<file path="src/rtl/core/rbsm_pkg.sv">
// rbsm_pkg: request and status codes, state and result types for the ring buffer space manager
// no dependencies; imported by rbsm_eval, ring_buffer_space_manager_top, rbsm_checker and the testbench
package rbsm_pkg;

    localparam int unsigned POS_W = 16;

    localparam logic [POS_W-1:0] CAP_RESET = 16'd4096;

    typedef enum logic [1:0] {
        REQ_RESERVE = 2'd0,
        REQ_COMMIT  = 2'd1,
        REQ_PEEK    = 2'd2,
        REQ_CONSUME = 2'd3
    } req_t;

    typedef enum logic [1:0] {
        ST_OK        = 2'd0,
        ST_BAD_PARAM = 2'd1,
        ST_REFUSED   = 2'd2
    } status_t;

    typedef struct packed {
        logic [POS_W-1:0] write_pos;
        logic [POS_W-1:0] read_pos;
        logic [POS_W-1:0] fill_count;
        logic             wrapped_flag;
    } ring_state_t;

    typedef struct packed {
        status_t          status;
        logic [POS_W-1:0] slice_offset;
        logic [POS_W-1:0] slice_length;
        logic             slice_contiguous;
    } result_t;

endpackage

</file>
<file path="src/rtl/core/ring_buffer_space_manager_top.sv">
// ring_buffer_space_manager_top: input register, request evaluation, ring state and result register
// depends on rbsm_pkg and rbsm_eval
//
//   channel   | direction | fields
//   s_axis    | in        | tuser[1:0] req_type; tdata[15:0] byte_count
//   m_axis    | out       | tuser[1:0] status; tdata slice_offset, slice_length, slice_contiguous
//   cfg       | in        | cfg_wdata[15:0] region_capacity, written when cfg_we is high and cfg_wdata is nonzero
//
// a request is held in the input register, is evaluated and its result is registered;
// one request per cycle sustained while the result is not stalled
// reset clears positions, fill count and wrap flag and sets the capacity to 4096
// a stalled result holds the result register; the input register still takes one more request
module ring_buffer_space_manager_top (
    input  logic        clk,
    input  logic        rst_n,
    input  logic        s_axis_tvalid,
    output logic        s_axis_tready,
    input  logic [15:0] s_axis_tdata,   // [15:0] byte_count
    input  logic [1:0]  s_axis_tuser,   // [1:0] req_type
    output logic        m_axis_tvalid,
    input  logic        m_axis_tready,
    output logic [39:0] m_axis_tdata,   // [15:0] slice_offset, [31:16] slice_length,
                                        // [32] slice_contiguous, [39:33] zero
    output logic [1:0]  m_axis_tuser,   // [1:0] status
    input  logic        cfg_we,
    input  logic [15:0] cfg_wdata
);
    import rbsm_pkg::*;

    logic              in_valid_reg;
    logic [1:0]        in_req_reg;
    logic [POS_W-1:0]  in_count_reg;
    logic              out_valid_reg;
    result_t           out_res_reg;
    ring_state_t       state_reg;
    ring_state_t       state_next;
    logic [POS_W-1:0]  cap_reg;
    result_t           eval_res;
    logic              advance;
    logic              in_take;

    assign advance       = in_valid_reg && (!out_valid_reg || m_axis_tready);
    assign s_axis_tready = !in_valid_reg || advance;
    assign in_take       = s_axis_tvalid && s_axis_tready;

    rbsm_eval u_eval (
        .capacity   (cap_reg),
        .cur_state  (state_reg),
        .req_type   (req_t'(in_req_reg)),
        .byte_count (in_count_reg),
        .result     (eval_res),
        .next_state (state_next)
    );

    always_ff @(posedge clk or negedge rst_n)
    begin
        if (!rst_n)
        begin
            in_valid_reg  <= 1'b0;
            out_valid_reg <= 1'b0;
            state_reg     <= '0;
            cap_reg       <= CAP_RESET;
        end
        else
        begin
            if (in_take)
            begin
                in_valid_reg <= 1'b1;
            end
            else if (advance)
            begin
                in_valid_reg <= 1'b0;
            end

            if (advance)
            begin
                out_valid_reg <= 1'b1;
            end
            else if (m_axis_tready)
            begin
                out_valid_reg <= 1'b0;
            end

            if (cfg_we && (cfg_wdata != '0))
            begin
                cap_reg   <= cfg_wdata;
                state_reg <= '0;
            end
            else if (advance)
            begin
                state_reg <= state_next;
            end
        end
    end

    always_ff @(posedge clk)
    begin
        if (in_take)
        begin
            in_req_reg   <= s_axis_tuser;
            in_count_reg <= s_axis_tdata;
        end
        if (advance)
        begin
            out_res_reg <= eval_res;
        end
    end

    assign m_axis_tvalid = out_valid_reg;
    assign m_axis_tuser  = out_res_reg.status;
    assign m_axis_tdata  = {7'd0, out_res_reg.slice_contiguous,
                            out_res_reg.slice_length, out_res_reg.slice_offset};

endmodule

</file>
<file path="src/rtl/core/rbsm_eval.sv">
// rbsm_eval: one request evaluated against the current ring state, giving result and next state
// depends on rbsm_pkg
module rbsm_eval (
    input  logic [15:0]          capacity,
    input  rbsm_pkg::ring_state_t cur_state,
    input  rbsm_pkg::req_t       req_type,
    input  logic [15:0]          byte_count,
    output rbsm_pkg::result_t    result,
    output rbsm_pkg::ring_state_t next_state
);
    import rbsm_pkg::*;

    function automatic logic [POS_W-1:0] advance_pos(
        input logic [POS_W-1:0] pos,
        input logic [POS_W-1:0] n,
        input logic [POS_W-1:0] cap
    );
        logic [POS_W:0] s;
        s = {1'b0, pos} + {1'b0, n};
        if (s >= {1'b0, cap})
        begin
            s = s - {1'b0, cap};
        end
        return s[POS_W-1:0];
    endfunction

    logic [POS_W:0]   cap_x;
    logic [POS_W:0]   n_x;
    logic [POS_W:0]   free_x;
    logic [POS_W-1:0] fill_up;
    logic [POS_W-1:0] fill_down;
    logic [POS_W-1:0] wp_adv;
    logic [POS_W-1:0] rp_adv;

    assign cap_x     = {1'b0, capacity};
    assign n_x       = {1'b0, byte_count};
    assign free_x    = cap_x - {1'b0, cur_state.fill_count};
    assign fill_up   = cur_state.fill_count + byte_count;
    assign fill_down = cur_state.fill_count - byte_count;
    assign wp_adv    = advance_pos(cur_state.write_pos, byte_count, capacity);
    assign rp_adv    = advance_pos(cur_state.read_pos, byte_count, capacity);

    always_comb
    begin
        result.status           = ST_OK;
        result.slice_offset     = '0;
        result.slice_length     = '0;
        result.slice_contiguous = 1'b0;
        next_state              = cur_state;
        case (req_type)
            REQ_PEEK:
            begin
                if (cur_state.fill_count == '0)
                begin
                    result.status = ST_REFUSED;
                end
                else
                begin
                    result.slice_offset = cur_state.read_pos;
                    if (cur_state.wrapped_flag)
                    begin
                        result.slice_length = capacity - cur_state.read_pos;
                    end
                    else
                    begin
                        result.slice_length     = cur_state.fill_count;
                        result.slice_contiguous = 1'b1;
                    end
                end
            end
            REQ_RESERVE:
            begin
                if (byte_count == '0)
                begin
                    result.status = ST_BAD_PARAM;
                end
                else if (n_x > free_x)
                begin
                    result.status = ST_REFUSED;
                end
                else
                begin
                    result.slice_offset = cur_state.write_pos;
                    if (({1'b0, cur_state.write_pos} + n_x) > cap_x)
                    begin
                        result.slice_length = capacity - cur_state.write_pos;
                    end
                    else
                    begin
                        result.slice_length     = byte_count;
                        result.slice_contiguous = 1'b1;
                    end
                end
            end
            REQ_COMMIT:
            begin
                if (byte_count == '0)
                begin
                    result.status = ST_BAD_PARAM;
                end
                else if (n_x > free_x)
                begin
                    result.status = ST_REFUSED;
                end
                else
                begin
                    next_state.write_pos    = wp_adv;
                    next_state.fill_count   = fill_up;
                    next_state.wrapped_flag =
                        ({1'b0, cur_state.read_pos} + {1'b0, fill_up}) > cap_x;
                end
            end
            REQ_CONSUME:
            begin
                if (byte_count == '0)
                begin
                    result.status = ST_BAD_PARAM;
                end
                else if (byte_count > cur_state.fill_count)
                begin
                    result.status = ST_REFUSED;
                end
                else
                begin
                    next_state.read_pos     = rp_adv;
                    next_state.fill_count   = fill_down;
                    next_state.wrapped_flag =
                        ({1'b0, rp_adv} + {1'b0, fill_down}) > cap_x;
                end
            end
            default:
            begin
                result.status = ST_REFUSED;
            end
        endcase
    end

endmodule

</file>
<file path="config.mk">
export PLATFORM = sky130hd
export DESIGN_NAME = ring_buffer_space_manager_top
export DESIGN_NICKNAME = d
export VERILOG_FILES = /design/src/rtl/core/rbsm_pkg.sv /design/src/rtl/core/ring_buffer_space_manager_top.sv /design/src/rtl/core/rbsm_eval.sv
export SDC_FILE = /design/constraint.sdc
export NUM_CORES = 1
export LEC_CHECK = 0
export BUFFER_PORTS_ARGS = -buffer_cell sky130_fd_sc_hd__buf_2
export CAP_MARGIN = 15
export CORE_MARGIN = 2
export CORE_UTILIZATION = 38
export DETAILED_ROUTE_END_ITERATION = 10
export PLACE_DENSITY = 0.5
export SKIP_CTS_REPAIR_TIMING = 1
export SYNTH_ARGS = -nofsm -noshare
export SYNTH_HDL_FRONTEND = slang
export SYNTH_HIERARCHICAL = 1
export SYNTH_SLANG_ARGS = --single-unit
</file>
<file path="constraint.sdc">
create_clock -name clk -period 23.6 [get_ports clk]
set_clock_uncertainty 0.15 [all_clocks]
set_input_delay 2.36 -clock clk [delete_from_list [all_inputs] [get_ports clk]]
set_output_delay 2.36 -clock clk [all_outputs]
set_load 0.1 [all_outputs]
</file>
==> results of run 1 <==
metal layers:
| metal | wire length (um) | vias up | GRT usage, % |
|---|---|---|---|
| met4 | 2250 | 0 | 10.7 |
| met3 | 4440 | 93 | 5.48 |
| met2 | 26100 | 553 | 44.2 |
| met1 | 25900 | 6999 | 38.4 |
| li1 | - | 6843 | - |
| met5 | 0 | - | 0 |
worst max path at each step:
stage	to	slack [ps]	depth (start not counted)
finish	state_reg[0]$_DFFE_PN0P_	15210	37
global route	state_reg[0]$_DFFE_PN0P_	14550	37
CTS	state_reg[0]$_DFFE_PN0P_	15220	37
detailed placement	state_reg[0]$_DFFE_PN0P_	15250	37
global placement	state_reg[0]$_DFFE_PN0P_	15460	37
floorplan	state_reg[0]$_DFFE_PN0P_	16060	39
area by class of cell:
class | instances | area [um2]
well taps | 525 | 657
inverters | 148 | 556
clock inverters | 12 | 113
flip-flops and latches | 120 | 3270
diodes | 1 | 2.50
fillers | 4056 | 22900
repair buffers | 92 | 505
multi-input cells | 1506 | 11100
clock buffers | 20 | 479
metrics by stage:
stage	setup slack, ps	hold WS (ps)	cells
floorplan	16060	366	1852
global placement	15460	428	2391
detailed placement	15250	439	2391
CTS	15220	452	2423
global route	14550	471	2424
finish	15210	454	2424
where the power goes:
| part | internal, mW | switching, mW | leakage (nW) | total [mW] |
|---|---|---|---|---|
| registers | 0.242 | 0.0291 | 1.41 | 0.271 |
| clock network | 0.158 | 0.117 | 0.284 | 0.275 |
| logic | 0.316 | 0.520 | 5.57 | 0.837 |
synthesized netlist by cell type, types with 9 or more instances:
| library cell | number |
|---|---|
| nor4_1 | 17 |
| o21ai_1 | 22 |
| o21bai_1 | 21 |
| o21a_1 | 25 |
| dfrtp_1 | 66 |
| nand2_1 | 82 |
| nor2b_1 | 24 |
| a21oi_1 | 182 |
| edfxtp_1 | 53 |
| fa_1 | 11 |
| mux2_1 | 19 |
| nand3_1 | 81 |
| xor2_1 | 45 |
| o22ai_1 | 31 |
| o21ai_0 | 93 |
| nand4_1 | 19 |
| inv_1 | 146 |
| mux2i_1 | 33 |
| nor3_1 | 48 |
| a211oi_1 | 11 |
| a21oi_2 | 12 |
| ha_1 | 221 |
| a21o_1 | 52 |
| mux2_2 | 9 |
| buf_2 | 13 |
| a221o_1 | 16 |
| nand2b_1 | 20 |
| nor2_1 | 149 |
| a31oi_1 | 13 |
| xnor2_1 | 94 |
| clkbuf_1 | 50 |
| or3_1 | 16 |
| and2_1 | 12 |
cells by family (layout without fill, tap and decap cells):
family / Yosys count / in the layout / share of synthesized area, %
XOR/XNOR: 139 / 139 / 7.99
AND/OR/NAND/NOR: 496 / 496 / 15.8
other: 1 / 8 / 0.0246
buffers and inverters: 226 / 272 / 6.07
adder cells (fa/ha/maj): 232 / 232 / 19.6
multiplexers: 61 / 61 / 4.24
AO/OA/AOI/OAI: 571 / 571 / 24.8
flip-flops: 120 / 120 / 21.5
critical path, delay by kind of cell, from the launching register on:
kind / cells / cell delay [ps]
flops: 1 / 600
compound gates: 20 / 3930
simple gates: 8 / 1450
buf+inv: 2 / 220
mux: 1 / 330
xor+xnor: 2 / 220
fa+ha+maj: 4 / 1340
==> flow_summary.yaml, run 1 <==
worst_setup_path:
  crit_type: "register to register"
  crit_fanout: 21
  startpoint_type: "register"
  r2r-start: "in_count_reg[1]$_DFFE_PP_"
  critPathCaptureType: "register"
  rrSetupSlack_ps: 15210
  reg2reg_to: "state_reg[0]$_DFFE_PN0P_"
  rr_worst_depth: 37
  cpMostUsedCell: "a21oi_1"
  crit_slowest_cell: "edfxtp_1"
  crit_start: "in_count_reg[1]$_DFFE_PP_"
  cp.required_ps: 23750
  cp.arrival_ps: 8550
  critPathMaxStageDelay_ps: 600
grt:
  antenna_found_initial: 1
  grt_pass1_wl_mm: 87.0
  grt_use_total_pct: 28.3
  grt_pass1_vias: 13600
  grt_max_degree: 61
  grt_overflow_total: 0
synth:
  synth-seq-area-share_pct: 21.5
  ys_top_cells_by_area: "ha_1 18%, dfrtp_1 11%, edfxtp_1 10%"
  syn_area_um2: 15200
  synth-main-ff-cell: "dfrtp_1"
  synth_edf_count: 53
  yosys.area.top_type_share_pct: 18.1
  synth_top_cell_by_area: "ha_1"
  syn_area_per_cell_um2: 8.26
  synthCells: 1846
  ys_ff_latch: 120
  ys_async_sr_fraction_pct: 55.8
  synth_cell_type_count: 90
  ys_warn_count: 6
placement:
  place_area_um2: 16100
  dpl.hpwl_mm: 44.0
  place_congestion: 0.975
  numPortBuffers: 75
layout:
  area_growth_pct: 9.65
  layout_common_cells: "221 x ha_1, 180 x a21oi_1, 147 x nor2_1, 146 x inv_1, 94 x xnor2_1"
  utilization_pct: 42.2
  design_area_um2: 16700
  mostFrequentLayoutCell: "ha_1"
  drive_gt1_share_pct: 9.54
  largest_register_ff_count: 49
  nNetsFinal: 2156
drt:
  antenna_left: 0
  drc_errors: 0
  avgRoutedWirePerCell_um: 24.2
  dr.pass1.iters: 6
  drt_iter0_markers: 1411
  post_drt_via_cell_ratio: 5.98
  drt-total-wl_mm: 58.6
  vias: 14500
clock_tree:
  clock-root-buffer: "clkbuf_16"
  cts_sinks: 120
  clock_latency_ps: 470
  htreeDepth: 4
  cts_buffers: 17
  clk_pin_slew_worst_paths_ps: 70
  tritoncts: "yes"
  max-clock-path-buffers: 2
floorplan:
  dieHeight_um: 204
  dieArea_um2: 41700
  ios: 83
  initial_core_util_pct: 38.4
  design.core.area_um2: 39600
  placementRows: 73
  fp.dieW_um: 204
hold_path:
  hold_path_depth: 2
  hold_path_end: "state_reg[19]$_DFFE_PN0P_"
  worstHoldPathType: "register to register"
  hp-start: "state_reg[19]$_DFFE_PN0P_"
run:
  max-cap-violations: 0
sta:
  fmax_mhz: 119
  rsz0062_at_grt: "false"
  fin_crit_ps: 8390
  tns_ps: 0
  hold_viol: 0
  tightest_slew_ps: 992
  relSlewSlack_pct: 33.7
  finalCritPeriodShare_pct: 35.6
  setup_viol: 0
  slew_viol_final: 0
power:
  p_leak_nw: 7.26
  ir_drop_uv: 50.3
  total_power_mw: 1.38
  powerDensity_nw_per_um2: 82.7
run_status:
  status: "finished, final reports clean"
No activity file was read; power rests on OpenSTA's default activity.
==> inputs of run 2 (changes only) <==
--- a/config.mk
+++ b/config.mk
@@ -5,6 +5,7 @@
 export SDC_FILE = /design/constraint.sdc
 export NUM_CORES = 1
 export LEC_CHECK = 0
+export ABC_AREA = 1
 export BUFFER_PORTS_ARGS = -buffer_cell sky130_fd_sc_hd__buf_2
 export CAP_MARGIN = 15
 export CORE_MARGIN = 2
==> constraint.sdc (replaced) <==
create_clock -name clk -period 8.2 [get_ports clk]
set_clock_uncertainty 0.15 [all_clocks]
set_input_delay 0.82 -clock clk [delete_from_list [all_inputs] [get_ports clk]]
set_output_delay 0.82 -clock clk [all_outputs]
set_load 0.1 [all_outputs]
==> run 2 against run 1 <==
  * Sequential share of layout area fell by 1.4 points
  * Final cell count is 29% higher
  * Global-route usage up 3.6 points
  * Count of clock-buffer cells in the layout increased by 2
  * Flip-flop and latch count unchanged
  * Synthesized cell count rose by 33%
  * Highest routed layer is now met5
==> flow_summary.yaml, run 2 <==
run_status:
  status: "finished, final reports clean"
hold_path:
  worstHoldPathType: "input port to async pin"
power:
  swShare_pct: 53.6
  seqPwrFrac_pct: 18.1
  ir_drop_uv: 131
  combPwrFrac_pct: 64.6
  netSwitchingPower_mw: 2.32
  powerDensity_nw_per_um2: 241
  clock_power_share_pct: 17.3
  internal_power_mw: 2.01
  p_leak_nw: 9.21
worst_setup_path:
  cp.required_ps: 8410
  cpMostUsedCell: "nand2_1"
  crit_fanout: 20
  crit_slowest_cell: "edfxtp_1"
  rr_worst_depth: 52
  crit_type: "register to register"
  critPathMaxStageDelay_ps: 540
  critPathCaptureType: "register"
  startpoint_type: "register"
  cp.arrival_ps: 7600
synth:
  synth_cell_type_count: 51
  ys_top_cells_by_area: "ha_1 17%, nand2_1 16%, dfrtp_1 10%"
  ys_warn_count: 6
  synthCells: 2461
  synth-main-ff-cell: "dfrtp_1"
  ys_ff_latch: 120
  synth_edf_count: 53
  yosys-top-cells-count: "689 x nand2_1, 311 x inv_1, 221 x ha_1"
  yosysMostFrequentCell: "nand2_1"
  ys_async_sr_fraction_pct: 55.8
  synth-seq-area-share_pct: 19.8
  syn_area_um2: 16500
  syn_area_per_cell_um2: 6.70
  synth_top_cell_by_area: "ha_1"
  yosys.area.top_type_share_pct: 16.8
placement:
  numPortBuffers: 75
  place_area_um2: 17400
  place_ws_ps: 934
  place_congestion: 0.996
  dpl.hpwl_mm: 55.3
clock_tree:
  htreeDepth: 4
  clk_pin_slew_worst_paths_ps: 60
  cts_buffers: 17
  cts_sinks: 120
  max-clock-path-buffers: 2
  clock_latency_ps: 480
  clock-root-buffer: "clkbuf_16"
  tritoncts: "yes"
layout:
  area_growth_pct: 9.16
  utilization_pct: 41.8
  largest_register_ff_count: 49
  drive_gt1_share_pct: 6.39
  nNetsFinal: 2795
  design_area_um2: 18000
  layout_common_cells: "688 x nand2_1, 311 x inv_1, 221 x ha_1, 197 x a21oi_1, 157 x o21ai_0"
  n_antenna_cell: 0
  mostFrequentLayoutCell: "nand2_1"
grt:
  grt_use_total_pct: 31.9
  grt_pass1_vias: 16400
  grt_max_degree: 66
  grt_pass1_wl_mm: 104
  met1_usage_pct: 41.4
  met3_usage_pct: 6.17
  antenna_found_initial: 1
  grt_overflow_total: 0
  top_usage_layer: "met2"
  met2_usage_pct: 50.6
floorplan:
  dieArea_um2: 45000
  dieHeight_um: 212
  ios: 83
  design.core.area_um2: 43000
  placementRows: 76
  initial_core_util_pct: 38.3
  fp.dieW_um: 212
drt:
  vias: 17100
  drt_iter0_markers: 1529
  post_drt_via_cell_ratio: 5.48
  drc_errors: 0
  avgRoutedWirePerCell_um: 22.5
  antenna_left: 0
  dr.pass1.iters: 6
  drt-total-wl_mm: 70.3
sta:
  setup_ws_ps: 818
  relSlewSlack_pct: 36.7
  fmax_mhz: 135
  tightest_slew_ps: 949
  hold_viol: 0
  rsz0062_at_grt: "false"
  tns_ps: 0
  worst_hold_slack_ps: 10.5
  fin_crit_ps: 7380
  slew_viol_final: 0
  setup_viol: 0
  finalCritPeriodShare_pct: 90.0
run:
  max-cap-violations: 0
run 2: cell types whose count changed after synthesis, sizes merged, moves of 24 or more:
cell,before,now
nor2b,24,0
mux2i,33,0
nand2,82,697
o22ai,31,4
inv,148,315
xnor2,94,45
clkbuf,50,17
nand3,81,144
o21ai,116,163
mux2,28,0
a21o,52,19
xor2,45,85
and2,13,50
run 2: power groups by stage:
| stage | sequential, mW | clock, mW | combinational [mW] |
|---|---|---|---|
| 6_report | 0.786 | 0.751 | 2.80 |
| 2_1_floorplan | 0.966 | 0 | 1.85 |
| 3_3_place_gp | 0.795 | 0 | 2.75 |
| 4_1_cts | 0.786 | 0.768 | 2.77 |
| 5_1_grt | 0.792 | 0.794 | 3.09 |
| 3_5_place_dp | 0.795 | 0 | 2.75 |
run 2: routing by layer:
layer	wire length, um	vias to the layer above
met4	3450	2
met2	31400	603
met3	5000	132
li1	-	8308
met1	30500	8050
met5	13	-
run 2: cell type report:
type | instances | area (um2)
flip-flops and latches | 120 | 3270
multi-input cells | 1968 | 11700
fillers | 4646 | 25000
repair buffers | 101 | 573
well taps | 585 | 732
clock buffers | 22 | 464
clock inverters | 10 | 96.3
inverters | 316 | 1190
run 2: through the flow:
step / cells / power (mW)
2_1_floorplan: 2467 / 2.82
3_3_place_gp: 3090 / 3.54
3_5_place_dp: 3090 / 3.55
4_1_cts: 3122 / 4.32
5_1_grt: 3122 / 4.68
6_report: 3122 / 4.33
run 2: cells by family (layout without fill, tap and decap cells):
kind of cell	count (synthesis)	after routing	share of synthesized area, %
other	1	7	0.0228
AND/OR/NAND/NOR	1126	1126	29.4
buffers and inverters	379	449	9.54
flip-flops	120	120	19.8
adder cells (fa/ha/maj)	232	232	18.1
XOR/XNOR	130	130	6.91
AO/OA/AOI/OAI	473	473	16.2
run 2: final timing paths:
kind                                        endpoint  slack, ps                      start
max reg2reg                 state_reg[0]$_DFFE_PN0P_        820  in_count_reg[0]$_DFFE_PP_
min in group clk           in_count_reg[9]$_DFFE_PP_        370            s_axis_tdata[9]
min reg2reg                  cap_reg[12]$_DFFE_PN1P_        410    cap_reg[12]$_DFFE_PN1P_
min                          cap_reg[10]$_DFFE_PN0P_         10                      rst_n
max                         state_reg[0]$_DFFE_PN0P_        820  in_count_reg[0]$_DFFE_PP_
max in group asynchronous  state_reg[10]$_DFFE_PN0P_       6720                      rst_n
run 2: worst max-delay path, delay by kind of cell, from the launching register on:
kind / cells / cell delay [ps]
xor gates and xnor gates: 1 / 230
and+or+nand+nor: 35 / 2910
buffers and inverters: 4 / 650
DFF: 1 / 540
adders and majority gates: 5 / 1690
AOI/OAI and AO/OA: 7 / 1130
==> inputs of run 3 (changes only) <==
--- a/config.mk
+++ b/config.mk
@@ -9,9 +9,9 @@
 export BUFFER_PORTS_ARGS = -buffer_cell sky130_fd_sc_hd__buf_2
 export CAP_MARGIN = 15
 export CORE_MARGIN = 2
-export CORE_UTILIZATION = 38
+export CORE_UTILIZATION = 55
 export DETAILED_ROUTE_END_ITERATION = 10
-export PLACE_DENSITY = 0.5
+export PLACE_DENSITY = 0.69
 export SKIP_CTS_REPAIR_TIMING = 1
 export SYNTH_ARGS = -nofsm -noshare
 export SYNTH_HDL_FRONTEND = slang
==> run 3 against run 2 <==
  * Worst setup slack better by 46 ps
  * Routed wire length is 7.1% lower
  * Critical path depth decreased by 1
  * Die area decreased by 30%
  * Sequential share of layout area grew 0.23 points
  * Via count is 3.3% higher
  * Fmax increased by 0.62%
  * Flip-flop and latch count stayed put
  * Power barely moved
==> flow_summary.yaml, run 3 (synthesis results as in run 2) <==
run_status:
  status: "finished, final reports clean"
worst_setup_path:
  critPathMaxStageDelay_ps: 510
  startpoint_type: "register"
  cp.required_ps: 8390
  critPathCaptureType: "register"
  cpMostUsedCell: "nand2_1"
  crit_slowest_cell: "edfxtp_1"
  crit_fanout: 20
  cp.arrival_ps: 7530
  crit_type: "register to register"
drt:
  drt-total-wl_mm: 65.3
  drc_errors: 0
  avgRoutedWirePerCell_um: 22.4
  post_drt_via_cell_ratio: 6.04
  vias: 17700
  dr.pass1.iters: 6
  drt_iter0_markers: 1949
  antenna_left: 0
sta:
  finalCritPeriodShare_pct: 89.5
  relSlewSlack_pct: 34.4
  fmax_mhz: 136
  tns_ps: 0
  fin_crit_ps: 7340
  rsz0062_at_grt: "false"
  setup_ws_ps: 863
  hold_viol: 0
  slew_viol_final: 0
  setup_viol: 0
  tightest_slew_ps: 984
layout:
  layout_common_cells: "688 x nand2_1, 311 x inv_1, 221 x ha_1, 197 x a21oi_1, 157 x o21ai_0"
  nNetsFinal: 2789
  area_growth_pct: 7.78
  mostFrequentLayoutCell: "nand2_1"
  utilization_pct: 60.1
  design_area_um2: 17800
  largest_register_ff_count: 49
  fillers: 2895
  drive_gt1_share_pct: 6.08
clock_tree:
  htreeDepth: 4
  clk_pin_slew_worst_paths_ps: 60
  clock-root-buffer: "clkbuf_16"
  cts_buffers: 17
  clock_latency_ps: 450
  max-clock-path-buffers: 2
  cts_sinks: 120
  tritoncts: "yes"
placement:
  place_area_um2: 17100
  place_ws_ps: 1030
  place_congestion: 1.07
  numPortBuffers: 75
  dpl.hpwl_mm: 50.2
grt:
  antenna_found_initial: 1
  grt_max_degree: 68
  grt_use_total_pct: 41.8
  grt_overflow_total: 0
  grt_pass1_wl_mm: 96.8
  grt_pass1_vias: 16300
floorplan:
  ios: 83
  fp.dieW_um: 177
  placementRows: 63
  design.core.area_um2: 29600
  initial_core_util_pct: 55.7
  dieArea_um2: 31400
  dieHeight_um: 177
power:
  combPwrFrac_pct: 64.2
  swShare_pct: 52.6
  p_leak_nw: 9.21
  ir_drop_uv: 177
  netSwitchingPower_mw: 2.28
  seqPwrFrac_pct: 18.3
  internal_power_mw: 2.06
  powerDensity_nw_per_um2: 244
  clock_power_share_pct: 17.5
hold_path:
  worstHoldPathType: "input port to async pin"
run:
  max-cap-violations: 0
run 3: worst paths after layout:
path	from	endpoint	slack (ps)	depth (start not counted)
max	in_count_reg[0]$_DFFE_PP_	state_reg[0]$_DFFE_PN0P_	860	51
min reg2reg	m_axis_tvalid$_DFFE_PN0P_	m_axis_tvalid$_DFFE_PN0P_	390	2
max in group asynchronous	rst_n	state_reg[40]$_DFFE_PN0P_	6880	1
max reg2reg	in_count_reg[0]$_DFFE_PP_	state_reg[0]$_DFFE_PN0P_	860	51
min in group clk	m_axis_tvalid$_DFFE_PN0P_	m_axis_tvalid$_DFFE_PN0P_	390	2
min	rst_n	state_reg[12]$_DFFE_PN0P_	360	1
run 3: through the flow:
step                      cells  hold slack [ps]  power, mW
after floorplan            2467              320       2.82
after global placement     2886              379       3.45
after detailed placement   2886              388       3.48
after CTS                  2918              378       4.26
after global routing       2921              385       4.65
final                      2923              357       4.34
run 3: power by group through the flow:
stage / logic [mW] / registers, mW / clock network (mW)
after global routing: 3.06 / 0.798 / 0.787
after CTS: 2.70 / 0.790 / 0.769
after floorplan: 1.85 / 0.966 / 0
after detailed placement: 2.68 / 0.800 / 0
final: 2.78 / 0.795 / 0.759
after global placement: 2.65 / 0.799 / 0
run 3: cell type report:
cell class,instances,area (um2),share of cell area [%]
Timing Repair Buffer,95,568,3.20
Sequential cell,120,3270,18.4
Tap cell,390,488,2.75
Clock buffer,24,482,2.71
Inverter,316,1190,6.68
Antenna cell,2,5.00,0.0282
Multi-Input combinational cell,1968,11700,65.7
Clock inverter,8,97.6,0.550
run 3: per-layer routing:
layer / track usage, % / part of all wire (%) / vias to the layer above
li1: - / - / 8286
met1: 53.8 / 40 / 8154
met2: 62.2 / 42 / 997
met3: 11.2 / 11 / 219
met4: 25.4 / 6.7 / 0
met5: 0 / 0 / -
run 3: critical path, delay by kind of cell (launching register included):
family                   cells  cell delay, ps
flip-flops                   1             510
AO/OA/AOI/OAI                6             890
AND/OR/NAND/NOR             34            2940
buffers and inverters        4             600
XOR/XNOR                     2             430
adder cells (fa/ha/maj)      5            1700
